[config.mk]
export PLATFORM = sky130hd
export DESIGN_NAME = gated_nearest_neighbor_tracker
export DESIGN_NICKNAME = d
export VERILOG_FILES = /design/src/rtl/gnnt_pkg.sv /design/src/rtl/gnnt_dist_unit.sv /design/src/rtl/gated_nearest_neighbor_tracker.sv
export SDC_FILE = /design/constraint.sdc
export NUM_CORES = 2
export LEC_CHECK = 0
export ABC_AREA = 0
export BUFFER_PORTS_ARGS = -buffer_cell sky130_fd_sc_hd__buf_2
export CAP_MARGIN = 5
export CORE_MARGIN = 4
export CORE_UTILIZATION = 64
export CTS_CLUSTER_SIZE = 8
export DETAILED_ROUTE_END_ITERATION = 10
export HOLD_SLACK_MARGIN = 0.02
export PLACE_DENSITY_LB_ADDON = 0.08
export SYNTH_ARGS = -nofsm -noshare
export SYNTH_HDL_FRONTEND = slang
export SYNTH_SLANG_ARGS = --single-unit
[constraint.sdc]
create_clock -name i_clk -period 20.5 [get_ports i_clk]
set_input_delay 2.05 -clock i_clk [delete_from_list [all_inputs] [get_ports i_clk]]
set_output_delay 2.05 -clock i_clk [all_outputs]
set_load 0.05 [all_outputs]
[src/rtl/gnnt_pkg.sv]
// shared types, widths and codes of the gated nearest-neighbor tracker
package gnnt_pkg;

    // fixed field widths
    localparam int COORD_W = 12;
    localparam int GATE_W  = 12;
    localparam int SLOT_W  = 7;
    localparam int STAT_W  = 2;

    // distance widths: one square, sum of two squares, running minimum
    localparam int SQ_W   = 2 * GATE_W;
    localparam int DIST_W = SQ_W + 1;
    localparam int BEST_W = 27;

    // defaults of the top level parameters
    localparam int MAX_POINTS_DEF = 64;
    localparam int COORD_BITS_DEF = 12;

    // reset value of the gate radius and start of the minimum search
    localparam logic [GATE_W-1:0] GATE_RESET   = 12'd50;
    localparam logic [BEST_W-1:0] SEARCH_START = 27'd100000000;

    // result status codes
    localparam logic [STAT_W-1:0] STATUS_MATCH   = 2'd0;
    localparam logic [STAT_W-1:0] STATUS_NEW     = 2'd1;
    localparam logic [STAT_W-1:0] STATUS_NO_PREV = 2'd2;
    localparam logic [STAT_W-1:0] STATUS_DROP    = 2'd3;

    // sideband that travels with each operand pair through the distance unit
    typedef struct packed {
        logic valid;
        logic gate;
        logic claimed;
    } t_tag;

endpackage

[src/rtl/gnnt_dist_unit.sv]
// two-stage squared distance unit shared by the gate square and the candidate scan
module gnnt_dist_unit #(
    parameter int IDX_W = 6
) (
    input  logic                        i_clk,
    input  logic                        i_rst_n,
    input  gnnt_pkg::t_tag              i_tag,
    input  logic [IDX_W-1:0]            i_idx,
    input  logic [gnnt_pkg::GATE_W-1:0] i_ax,
    input  logic [gnnt_pkg::GATE_W-1:0] i_bx,
    input  logic [gnnt_pkg::GATE_W-1:0] i_ay,
    input  logic [gnnt_pkg::GATE_W-1:0] i_by,
    output gnnt_pkg::t_tag              o_tag,
    output logic [IDX_W-1:0]            o_idx,
    output logic [gnnt_pkg::DIST_W-1:0] o_dist,
    output logic                        o_busy
);

    logic [gnnt_pkg::GATE_W-1:0] dx;
    logic [gnnt_pkg::GATE_W-1:0] dy;
    logic [gnnt_pkg::SQ_W-1:0]   r_sqx;
    logic [gnnt_pkg::SQ_W-1:0]   r_sqy;
    logic [gnnt_pkg::DIST_W-1:0] r_dist;
    gnnt_pkg::t_tag              r_tag_a;
    gnnt_pkg::t_tag              r_tag_b;
    logic [IDX_W-1:0]            r_idx_a;
    logic [IDX_W-1:0]            r_idx_b;

    // absolute differences
    assign dx = (i_ax > i_bx) ? (i_ax - i_bx) : (i_bx - i_ax);
    assign dy = (i_ay > i_by) ? (i_ay - i_by) : (i_by - i_ay);

    // tag pipeline
    always_ff @(posedge i_clk) begin
        if (!i_rst_n) begin
            r_tag_a <= '0;
            r_tag_b <= '0;
        end else begin
            r_tag_a <= i_tag;
            r_tag_b <= r_tag_a;
        end
    end

    // stage a squares, stage b sums
    always_ff @(posedge i_clk) begin
        r_sqx   <= gnnt_pkg::SQ_W'(dx) * gnnt_pkg::SQ_W'(dx);
        r_sqy   <= gnnt_pkg::SQ_W'(dy) * gnnt_pkg::SQ_W'(dy);
        r_idx_a <= i_idx;
        r_dist  <= gnnt_pkg::DIST_W'(r_sqx) + gnnt_pkg::DIST_W'(r_sqy);
        r_idx_b <= r_idx_a;
    end

    assign o_tag  = r_tag_b;
    assign o_idx  = r_idx_b;
    assign o_dist = r_dist;
    assign o_busy = r_tag_a.valid | r_tag_b.valid;

endmodule

[src/rtl/gated_nearest_neighbor_tracker.sv]
// Gated nearest-neighbor point tracker: one point in, one slot assignment out.
// A beat for an empty frame, a dropped point or a point with no previous frame goes straight to
// the result register; any other point runs a search (setup, scan of the previous frame, drain).
// One item is handled at a time: the next beat is taken only once the result is loaded,
// so a stalled result holds off the next beat.
// Reset (synchronous, active low) clears counts, bank, claims and sets the gate to 50.
module gated_nearest_neighbor_tracker #(
    parameter int MAX_POINTS = gnnt_pkg::MAX_POINTS_DEF,
    parameter int COORD_BITS = gnnt_pkg::COORD_BITS_DEF
) (
    input  logic                         i_clk,
    input  logic                         i_rst_n,
    // input point channel
    input  logic                         i_valid,
    output logic                         o_stall,
    input  logic [gnnt_pkg::COORD_W-1:0] i_pos_x,
    input  logic [gnnt_pkg::COORD_W-1:0] i_pos_y,
    input  logic                         i_frame_end,
    input  logic                         i_frame_empty,
    // result channel
    output logic                         o_valid,
    input  logic                         i_stall,
    output logic [gnnt_pkg::STAT_W-1:0]  o_status,
    output logic [gnnt_pkg::SLOT_W-1:0]  o_slot,
    output logic                         o_last,
    // gate radius write channel
    input  logic                         i_cfg_valid,
    output logic                         o_cfg_ready,
    input  logic [gnnt_pkg::GATE_W-1:0]  i_cfg_data
);

    localparam int CW     = (COORD_BITS < gnnt_pkg::COORD_W) ? COORD_BITS : gnnt_pkg::COORD_W;
    localparam int IDX_W  = $clog2(MAX_POINTS);
    localparam int CNT_W  = $clog2(MAX_POINTS + 1);
    localparam int DEPTH  = 2 * MAX_POINTS;
    localparam int ADDR_W = $clog2(DEPTH);
    localparam int SUM_W  = (CNT_W + 1 > gnnt_pkg::SLOT_W) ? CNT_W + 1 : gnnt_pkg::SLOT_W;

    // sequencer states
    localparam logic [2:0] ST_IDLE  = 3'd0;
    localparam logic [2:0] ST_SETUP = 3'd1;
    localparam logic [2:0] ST_SCAN  = 3'd2;
    localparam logic [2:0] ST_DRAIN = 3'd3;
    localparam logic [2:0] ST_DONE  = 3'd4;

    logic [2:0]                   r_state;
    logic [2:0]                   n_state;
    logic [gnnt_pkg::GATE_W-1:0]  r_gate;
    logic [gnnt_pkg::SQ_W-1:0]    r_gate_sq;
    logic                         r_bank;
    logic [CNT_W-1:0]             r_prev_count;
    logic [CNT_W-1:0]             r_cur_count;
    logic [CNT_W-1:0]             r_app_count;
    logic [MAX_POINTS-1:0]        r_claimed;
    logic [CW-1:0]                r_px;
    logic [CW-1:0]                r_py;
    logic                         r_last_in;
    logic                         r_stored;
    logic                         r_fast;
    logic [gnnt_pkg::STAT_W-1:0]  r_fast_status;
    logic [IDX_W-1:0]             r_j;
    logic                         r_v1;
    logic                         r_claim1;
    logic [IDX_W-1:0]             r_idx1;
    logic [2*CW-1:0]              r_rd_data;
    logic [gnnt_pkg::BEST_W-1:0]  r_best;
    logic [IDX_W-1:0]             r_best_j;
    logic                         r_found;
    logic                         r_out_valid;
    logic [gnnt_pkg::STAT_W-1:0]  r_status;
    logic [gnnt_pkg::SLOT_W-1:0]  r_slot;
    logic                         r_last;
    logic [2*CW-1:0]              mem [0:DEPTH-1];

    logic                         in_beat;
    logic                         cfg_beat;
    logic                         out_load;
    logic                         cur_full;
    logic                         scan_last;
    logic [CW-1:0]                px_m;
    logic [CW-1:0]                py_m;
    logic [ADDR_W-1:0]            wr_addr;
    logic [ADDR_W-1:0]            rd_addr;
    logic [CNT_W-1:0]             cur_next;
    logic [SUM_W-1:0]             slot_new_w;
    logic [SUM_W-1:0]             slot_match_w;
    logic [gnnt_pkg::STAT_W-1:0]  res_status;
    logic [gnnt_pkg::SLOT_W-1:0]  res_slot;
    logic                         setup;
    gnnt_pkg::t_tag               du_tag_in;
    gnnt_pkg::t_tag               du_tag;
    logic [IDX_W-1:0]             du_idx;
    logic [gnnt_pkg::DIST_W-1:0]  du_dist;
    logic                         du_busy;
    logic [gnnt_pkg::GATE_W-1:0]  du_ax;
    logic [gnnt_pkg::GATE_W-1:0]  du_bx;
    logic [gnnt_pkg::GATE_W-1:0]  du_ay;
    logic [gnnt_pkg::GATE_W-1:0]  du_by;
    logic                         take_cand;

    // handshakes
    assign o_stall     = (r_state != ST_IDLE);
    assign in_beat     = i_valid && !o_stall;
    assign o_cfg_ready = 1'b1;
    assign cfg_beat    = i_cfg_valid && o_cfg_ready;
    assign out_load    = (r_state == ST_DONE) && (!r_out_valid || !i_stall);

    // coordinates masked to the configured precision
    assign px_m = i_pos_x[CW-1:0];
    assign py_m = i_pos_y[CW-1:0];

    // bank addressing: current bank written, previous bank scanned
    assign cur_full  = (r_cur_count == CNT_W'(MAX_POINTS));
    assign wr_addr   = r_bank ? (ADDR_W'(MAX_POINTS) + ADDR_W'(r_cur_count))
                              : ADDR_W'(r_cur_count);
    assign rd_addr   = r_bank ? ADDR_W'(r_j) : (ADDR_W'(MAX_POINTS) + ADDR_W'(r_j));
    assign scan_last = ((CNT_W'(r_j) + CNT_W'(1)) == r_prev_count);

    // point memory
    always_ff @(posedge i_clk) begin
        if (in_beat && !i_frame_empty && !cur_full) begin
            mem[wr_addr] <= {px_m, py_m};
        end
        r_rd_data <= mem[rd_addr];
    end

    // distance unit operands: gate radius during setup, candidates afterwards
    assign setup             = (r_state == ST_SETUP);
    assign du_ax             = setup ? r_gate : gnnt_pkg::GATE_W'(r_px);
    assign du_bx             = setup ? '0 : gnnt_pkg::GATE_W'(r_rd_data[2*CW-1:CW]);
    assign du_ay             = setup ? '0 : gnnt_pkg::GATE_W'(r_py);
    assign du_by             = setup ? '0 : gnnt_pkg::GATE_W'(r_rd_data[CW-1:0]);
    assign du_tag_in.valid   = setup | r_v1;
    assign du_tag_in.gate    = setup;
    assign du_tag_in.claimed = r_claim1;

    gnnt_dist_unit #(
        .IDX_W (IDX_W)
    ) u_dist (
        .i_clk   (i_clk),
        .i_rst_n (i_rst_n),
        .i_tag   (du_tag_in),
        .i_idx   (r_idx1),
        .i_ax    (du_ax),
        .i_bx    (du_bx),
        .i_ay    (du_ay),
        .i_by    (du_by),
        .o_tag   (du_tag),
        .o_idx   (du_idx),
        .o_dist  (du_dist),
        .o_busy  (du_busy)
    );

    // candidate wins when unclaimed, inside the gate and below the running minimum
    assign take_cand = du_tag.valid && !du_tag.gate && !du_tag.claimed &&
                       (gnnt_pkg::BEST_W'(du_dist) < r_best) &&
                       (du_dist < gnnt_pkg::DIST_W'(r_gate_sq));

    // result assembly
    assign cur_next     = r_cur_count + CNT_W'(r_stored);
    assign slot_new_w   = SUM_W'(r_prev_count) + SUM_W'(r_app_count);
    assign slot_match_w = SUM_W'(r_best_j);

    always_comb begin
        if (r_fast) begin
            res_status = r_fast_status;
            res_slot   = '0;
        end else if (r_found) begin
            res_status = gnnt_pkg::STATUS_MATCH;
            res_slot   = slot_match_w[gnnt_pkg::SLOT_W-1:0];
        end else begin
            res_status = gnnt_pkg::STATUS_NEW;
            res_slot   = slot_new_w[gnnt_pkg::SLOT_W-1:0];
        end
    end

    // sequencer next state
    always_comb begin
        n_state = r_state;
        case (r_state)
            ST_IDLE: begin
                if (in_beat) begin
                    if (i_frame_empty || cur_full || (r_prev_count == '0)) begin
                        n_state = ST_DONE;
                    end else begin
                        n_state = ST_SETUP;
                    end
                end
            end
            ST_SETUP: begin
                n_state = ST_SCAN;
            end
            ST_SCAN: begin
                if (scan_last) begin
                    n_state = ST_DRAIN;
                end
            end
            ST_DRAIN: begin
                if (!r_v1 && !du_busy) begin
                    n_state = ST_DONE;
                end
            end
            ST_DONE: begin
                if (out_load) begin
                    n_state = ST_IDLE;
                end
            end
            default: begin
                n_state = ST_IDLE;
            end
        endcase
    end

    // accepted point and scan pipeline payload
    always_ff @(posedge i_clk) begin
        if (in_beat) begin
            r_px <= px_m;
            r_py <= py_m;
        end
        r_idx1   <= r_j;
        r_claim1 <= r_claimed[r_j];
        if (out_load) begin
            r_status <= res_status;
            r_slot   <= res_slot;
            r_last   <= r_last_in;
        end
    end

    // control state
    always_ff @(posedge i_clk) begin
        if (!i_rst_n) begin
            r_state       <= ST_IDLE;
            r_gate        <= gnnt_pkg::GATE_RESET;
            r_gate_sq     <= '0;
            r_bank        <= 1'b0;
            r_prev_count  <= '0;
            r_cur_count   <= '0;
            r_app_count   <= '0;
            r_claimed     <= '0;
            r_last_in     <= 1'b0;
            r_stored      <= 1'b0;
            r_fast        <= 1'b0;
            r_fast_status <= gnnt_pkg::STATUS_NO_PREV;
            r_j           <= '0;
            r_v1          <= 1'b0;
            r_best        <= gnnt_pkg::SEARCH_START;
            r_best_j      <= '0;
            r_found       <= 1'b0;
            r_out_valid   <= 1'b0;
        end else begin
            r_state <= n_state;
            r_v1    <= (r_state == ST_SCAN);

            // gate radius register
            if (cfg_beat) begin
                r_gate <= i_cfg_data;
            end

            // take the point and decide the path
            if (in_beat) begin
                r_last_in <= i_frame_end | i_frame_empty;
                r_j       <= '0;
                r_best    <= gnnt_pkg::SEARCH_START;
                r_found   <= 1'b0;
                if (i_frame_empty) begin
                    r_fast        <= 1'b1;
                    r_fast_status <= gnnt_pkg::STATUS_NO_PREV;
                    r_stored      <= 1'b0;
                end else if (cur_full) begin
                    r_fast        <= 1'b1;
                    r_fast_status <= gnnt_pkg::STATUS_DROP;
                    r_stored      <= 1'b0;
                end else begin
                    r_fast        <= (r_prev_count == '0);
                    r_fast_status <= gnnt_pkg::STATUS_NO_PREV;
                    r_stored      <= 1'b1;
                end
            end

            // scan index
            if (r_state == ST_SCAN) begin
                r_j <= r_j + IDX_W'(1);
            end

            // gate square and running minimum
            if (du_tag.valid && du_tag.gate) begin
                r_gate_sq <= du_dist[gnnt_pkg::SQ_W-1:0];
            end
            if (take_cand) begin
                r_best   <= gnnt_pkg::BEST_W'(du_dist);
                r_best_j <= du_idx;
                r_found  <= 1'b1;
            end

            // result register
            if (out_load) begin
                r_out_valid <= 1'b1;
                if (r_last_in) begin
                    r_bank       <= ~r_bank;
                    r_prev_count <= cur_next;
                    r_cur_count  <= '0;
                    r_app_count  <= '0;
                    r_claimed    <= '0;
                end else begin
                    r_cur_count <= cur_next;
                    if (!r_fast && r_found) begin
                        r_claimed[r_best_j] <= 1'b1;
                    end
                    if (!r_fast && !r_found) begin
                        r_app_count <= r_app_count + CNT_W'(1);
                    end
                end
            end else if (!i_stall) begin
                r_out_valid <= 1'b0;
            end
        end
    end

    assign o_valid  = r_out_valid;
    assign o_status = r_status;
    assign o_slot   = r_slot;
    assign o_last   = r_last;

`ifndef SYNTHESIS
    // matched slot always lies inside the previous frame
    a_match_in_prev: assert property (@(posedge i_clk) disable iff (!i_rst_n)
        (out_load && !r_fast && r_found) |-> (CNT_W'(r_best_j) < r_prev_count))
        else $error("matched slot beyond previous count");

    // current count never passes capacity
    a_cur_bound: assert property (@(posedge i_clk) disable iff (!i_rst_n)
        r_cur_count <= CNT_W'(MAX_POINTS))
        else $error("current count beyond capacity");

    // the scan pipeline is empty whenever a new point may enter
    a_idle_empty: assert property (@(posedge i_clk) disable iff (!i_rst_n)
        (r_state == ST_IDLE) |-> (!r_v1 && !du_busy))
        else $error("scan pipeline busy while idle");
`endif

endmodule
After elaboration in Yosys (flattened, before gate mapping)
Memory sizes are Yosys's and may differ from the RTL's. A register that Yosys moved wholly into a read port is not among the register bits.
Cells that the tools add are included.
- bits in registers: 303
- bits in writable memories: 3072
- input bits: 43
- output and inout port bits: 13
- word-level logic and storage cells: 156
- memories: 1
- memory list (memory ; words ; width ; rd ports ; clocked after Yosys merged registers in ; wr ports ; line ; RTL):
    mem ; 128 ; 24 ; 1 ; 1 ; 1 ; gated_nearest_neighbor_tracker.sv:73 ; logic [2*CW-1:0] mem [0:DEPTH-1];
- $add $sub $neg: 12
- $mul: 2
- $lt $le $gt $ge: 7
- eq/ne operators: 11
- muxes and demuxes: 42
- bitwise gates (word level): 5
- reductions and logical operators: 39
- operators with widths (cell ; count):
    64-bit 2-to-1 mux ; 2
    12-bit 2-to-1 mux ; 6
    64-bit bitwise OR ; 1
    27-bit 2-to-1 mux ; 2
    12-bit by 12-bit multiplier with 24-bit output ; 2
    12-bit subtractor ; 4
    7-bit 2-to-1 mux ; 5
    25-bit by 27-bit less-than comparator with 1-bit output ; 1
    24-bit by 24-bit adder with 25-bit output ; 1
    25-bit by 24-bit less-than comparator with 1-bit output ; 1
    12-bit > comparator ; 2
    6-bit 2-to-1 mux ; 3
    1-bit 2-to-1 mux ; 15
    3-bit 2-to-1 mux ; 5
    3-bit one-hot mux with 5 select lines ; 1
    6-bit by 7-bit less-than comparator with 1-bit output (second input constant) ; 2
    1-bit logical AND ; 13
    1-bit zero test ; 11
    2-bit != test (second input constant) ; 4
    2-bit nonzero test ; 4
    6-bit by 1-bit adder with 7-bit output (second input constant) ; 1
    7-bit by 1-bit adder with 7-bit output ; 1
    7-bit by 1-bit adder with 7-bit output (second input constant) ; 1
    7-bit by 6-bit adder with 7-bit output (first input constant) ; 1
    22 further kinds ; 29

Depth between registers and ports, before layout
- word-level depth: 7
- gate-level depth with buffers: 39

Hierarchy
Synthesis repeated with hierarchy kept, for this count alone.
- cell total of the unflattened synthesis: 7727
- area total of the unflattened synthesis: 139876.7 um2
- by module, submodules not included (module ; times used ; cells an instance ; area each (um2)):
    gated_nearest_neighbor_tracker ; 1 ; 6321 ; 127471.0
    gnnt_dist_unit ; 1 ; 1406 ; 12405.6

Worst setup path after synthesis
No wires, ideal clock.
- path kind: reg2reg
- start: register r_state[2]
- end: register u_dist.r_sqx[23] (netlist name)
- library setup time: 121 ps
- arrival: 8620 ps
- data required time: 20379 ps
- slack: 11759 ps
- cell stages (with the launch flop): 34
- path buffers: 4
- period minus slack after synthesis: 8741 ps
- path through: dfxtp_1 -> clkbuf_1 -> nand3b_1 -> clkbuf_1 -> mux2_2 -> ha_1 -> buf_2 -> nand4_1 -> or4_1 -> o21ai_0 -> nor2_1 -> buf_2 -> nor3b_1 -> a31oi_1 -> xnor2_2 -> or2_2 -> fa_1 -> inv_1 -> fa_1 -> inv_1 -> fa_1 -> inv_1 -> fa_1 -> inv_1 -> fa_1 -> inv_1 -> ha_1 -> or2_2 -> a221o_1 -> a31oi_1 -> nor3_1 -> or3b_2 -> a31oi_1 -> xnor2_1
- cells in the longest elaborated chain, start to end: 5
- elaborated cells on any way between the ends: 8
- RTL lines (item ; line ; RTL):
    start, declared ; gated_nearest_neighbor_tracker.sv:46 ; logic [2:0] r_state;
    start signal, assigned ; gated_nearest_neighbor_tracker.sv:251 ; r_state <= n_state;
    3-bit by 1-bit == test with 1-bit output (*) ; gated_nearest_neighbor_tracker.sv:128 ; assign setup = (r_state == ST_SETUP);
    12-bit 2-to-1 mux, on equally long branches ; gated_nearest_neighbor_tracker.sv:130, gated_nearest_neighbor_tracker.sv:129 ;
    12-bit subtractor or 12-bit > comparator (tied branches) ; gnnt_dist_unit.sv:30 ; assign dx = (i_ax > i_bx) ? (i_ax - i_bx) : (i_bx - i_ax);
    12-bit 2-to-1 mux (*) ; gnnt_dist_unit.sv:30 ;
    12-bit by 12-bit multiplier with 24-bit output (*) ; gnnt_dist_unit.sv:46 ; r_sqx <= gnnt_pkg::SQ_W'(dx) * gnnt_pkg::SQ_W'(dx);
    end signal, assigned ; gnnt_dist_unit.sv:46 ;
    end, declared ; gnnt_dist_unit.sv:21 ; logic [gnnt_pkg::SQ_W-1:0] r_sqx;
Mark *: on every way between the ends. The rest lies on a longest branch, timed or not.
A chain may end at the register's enable or synchronous reset.

Worst setup path in the final report
Ends and elaborated chain as after synthesis.

==> results by group <==
Status
  – Outcome: completed

Logic synthesis
  – Number of synthesized flops with an enable pin: 3106
  – Synth top area cells: edfxtp_1 67%, mux4_2 17%, dfxtp_1 4.2%, fa_1 2.3%, ha_1 2.2%
  – Mean Syn Cell Area: 20.0 um^2
  – Netlist Area Pre-Place: 139000 um^2
  – Top-count cell post-synth: edfxtp_1
  – Post-synth ARST share: 0%
  – Syn nets: 7423
  – Largest family of logic cells by synthesized area: multiplexers
  – Syn Inst Count: 6976
  – Unique masters post-synth: 69
  – Synth Area in Adders: 4.50%
  – Synth Area in XOR/XNOR: 0.678%
  – Synth top area share: 66.9%
  – Most common library cells after synthesis: 3106 x edfxtp_1, 1029 x mux4_2, 451 x nor2_1, 348 x inv_1, 290 x dfxtp_1
  – Main synth FF type: edfxtp_1
  – Seq cells post-synth: 3396
  – Mux share of post-synthesis cell area: 17.3%
  – Synth Area in Simple Gates: 2.77%
  – Area leader, netlist: edfxtp_1
  – Register area share after synthesis: 71.1%
  – Ys Warns: 0
  – Compound-gate portion of the synthesized area: 1.70%

Critical path
  – Worst Setup Path Type: flop to flop
  – Crit-path most repeated cell: fa_1
  – Critical Path Fanout Max: 50
  – Worst path slowest cell: or4_1
  – Reg2Reg Depth: 30
  – R2r endpoint: u_dist.r_sqx[23]
  – Startpoint types: flop
  – FF-to-FF setup slack: 10.67 ns
  – Crit path required time: 21.27 ns
  – RR Startpoint: r_state[2]
  – CP Capture Type: flop
  – Crit-path max cell delay: 0.55 ns
  – Worst endpoint data arrival time: 10.60 ns

Clock tree
  – Hold_buf cts: 0
  – Post_cts resized: 0
  – Clock Latency Late Sink: 1.00 ns
  – Clock transition at the registers of the reported paths: 0.05 ns
  – CTS tree: built
  – Postcts setup bufs: 0
  – Max Buffers Root-to-Sink: 4
  – Root Driver: clkbuf_16
  – Depth of the CTS H-tree: 5
  – Num CTS Buffers: 475
  – Count of clock tree sinks: 3396

STA
  – Slew @ Worst Pin: 1.31 ns
  – Final slew viol count: 0
  – Setup TNS: 0 ns
  – Max Clk Rate: 102 MHz
  – Fin Clk Skew: 0.117 ns
  – Final Hold Fails: 0
  – Endpoints failing setup: 0
  – Min Tclk post-route: 9.83 ns
  – Final cycle utilization of the critical path: 47.9%
  – Worst slew margin: 12.6%
  – RSZ-0062 raised after global routing: false

Global route
  – Vias in the first global route: 72164
  – Largest net degree at the start of global routing: 130
  – GRT Overall Usage: 32.0%
  – Global-route wire length before repair: 511000 um
  – Initial antenna violation count: 34
  – Total gr overflow: 0

Drt
  – DRC Markers: 0
  – Routed wire per std cell: 34.0 um
  – Vias/cell: 6.84
  – Via count: 70494
  – Remaining antenna violation count after routing: 0
  – DRT iter0 DRCs: 9964
  – Total Routed Length: 351000 um
  – Pre-antenna DRT Iters: 6

Worst hold path
  – Hold Path Origin: r_idx1[4]
  – Worst hold path endpoint: u_dist.r_idx_a[4]
  – Hold Path Depth: 0
  – Worst hold-check path type: flop to flop

Run
  – Max-cap check violation count: 0

Cells and area
  – Post-layout instance area: 156000 um^2
  – P&R area growth vs syn: 12.3%
  – Layout cells sized above 1: 26.7%
  – Nets: 7807

Floorplanning
  – Die H: 475 um
  – Die area: 225000 um^2
  – Core Area: 217000 um^2
  – I/O pins: 56
  – Die W: 475 um
  – Initial Util: 64.2%
  – # rows: 171

Place
  – GPL Wtd Cong: 0.837
  – I/O Buffers: 54
  – Hpwl dp: 195000 um
  – Dpl cell area: 144000 um^2
==> routing by layer <==
layer	wire length, um	GRT usage (%)	vias to the layer above
li1	-	-	28517
met1	131000	46.1	37055
met2	166000	48.8	4254
met3	39600	7.59	652
met4	14000	11.8	16
met5	138	0.151	-
==> layout by cell type, fill, tap and decap left out, types with 21 or more instances in the layout <==
cell,Yosys,final
buf_4,1,208
clkbuf_16,0,479
and2_1,21,21
nand2b_1,31,30
mux2i_1,46,46
inv_1,348,347
a21oi_1,196,196
nor2_2,0,81
mux2_2,42,42
dfxtp_1,290,283
buf_2,83,30
nor2_4,0,47
or2_2,26,26
mux4_2,1029,1029
xnor2_1,70,70
edfxtp_1,3106,3106
fa_1,162,162
nor2b_1,30,30
a21o_1,45,45
nand2_1,159,158
o21ai_0,70,70
xor2_1,36,36
ha_1,242,242
nand3_1,29,27
nor3_1,35,35
clkbuf_1,210,64
nor2_1,451,323
==> logic make-up (layout without fill, tap and decap cells) <==
group,count (synthesis),count (layout)
muxes,1117,1117
other,1,19
xor gates and xnor gates,107,107
AOI/OAI and AO/OA,400,400
and+or+nand+nor,865,865
DFF,3396,3396
adders and majority gates,404,404
buffers and inverters,686,1150
==> how the worst max path moves through the flow <==
stage	start	endpoint	slack [ns]	cells after the start
2_1_floorplan	r_state[2]	u_dist.r_sqx[23]	11.76	33
3_3_place_gp	r_state[2]	u_dist.r_sqx[23]	11.11	31
3_5_place_dp	r_state[2]	u_dist.r_sqx[23]	10.80	31
4_1_cts	r_state[2]	u_dist.r_sqx[23]	10.72	31
5_1_grt	r_state[1]	u_dist.r_sqx[23]	9.99	32
6_report	r_state[2]	u_dist.r_sqx[23]	10.67	30
==> area by class of cell <==
cell class,count,area [um^2]
inverters,350,1310
well taps,2854,3570
fillers,12654,60500
repair buffers,243,1810
flip-flops and latches,3396,99100
clock inverters,12,219
diodes,18,45.0
multi-input cells,2894,38100
clock buffers,545,12300
==> state kept, by name (all words and copies together), names as in the netlist, 12 cells and up <==
register and cells:
u_dist.r_sqx 23, r_py 12, r_rd_data 24, u_dist.r_sqy 23
mem 3072, r_px 12, r_gate_sq 24, r_best 26
r_gate 12, r_claimed 64, u_dist.o_dist 25
==> through the flow <==
step	worst slack, ns	util [%]	instances	hold WS [ns]
4_1_cts	10.72	72.1	10294	0.323
5_1_grt	9.99	72.1	10309	0.328
6_report	10.67	72.1	10312	0.320
2_1_floorplan	11.76	-	6976	0.310
3_3_place_gp	11.11	66.3	9737	0.310
3_5_place_dp	10.80	66.3	9737	0.312
==> worst max-delay path: cells and delay by family, from the launching register on <==
family,cells,cell delay (ns)
xor+xnor,2,0.28
simple gates,8,2.60
flops,1,0.53
fa+ha+maj,7,3.29
compound gates,7,1.72
mux,1,0.41
buf+inv,5,0.81
Power is not shown: default switching activity piles up to over one toggle a cycle in this logic, so the estimate is an artifact.
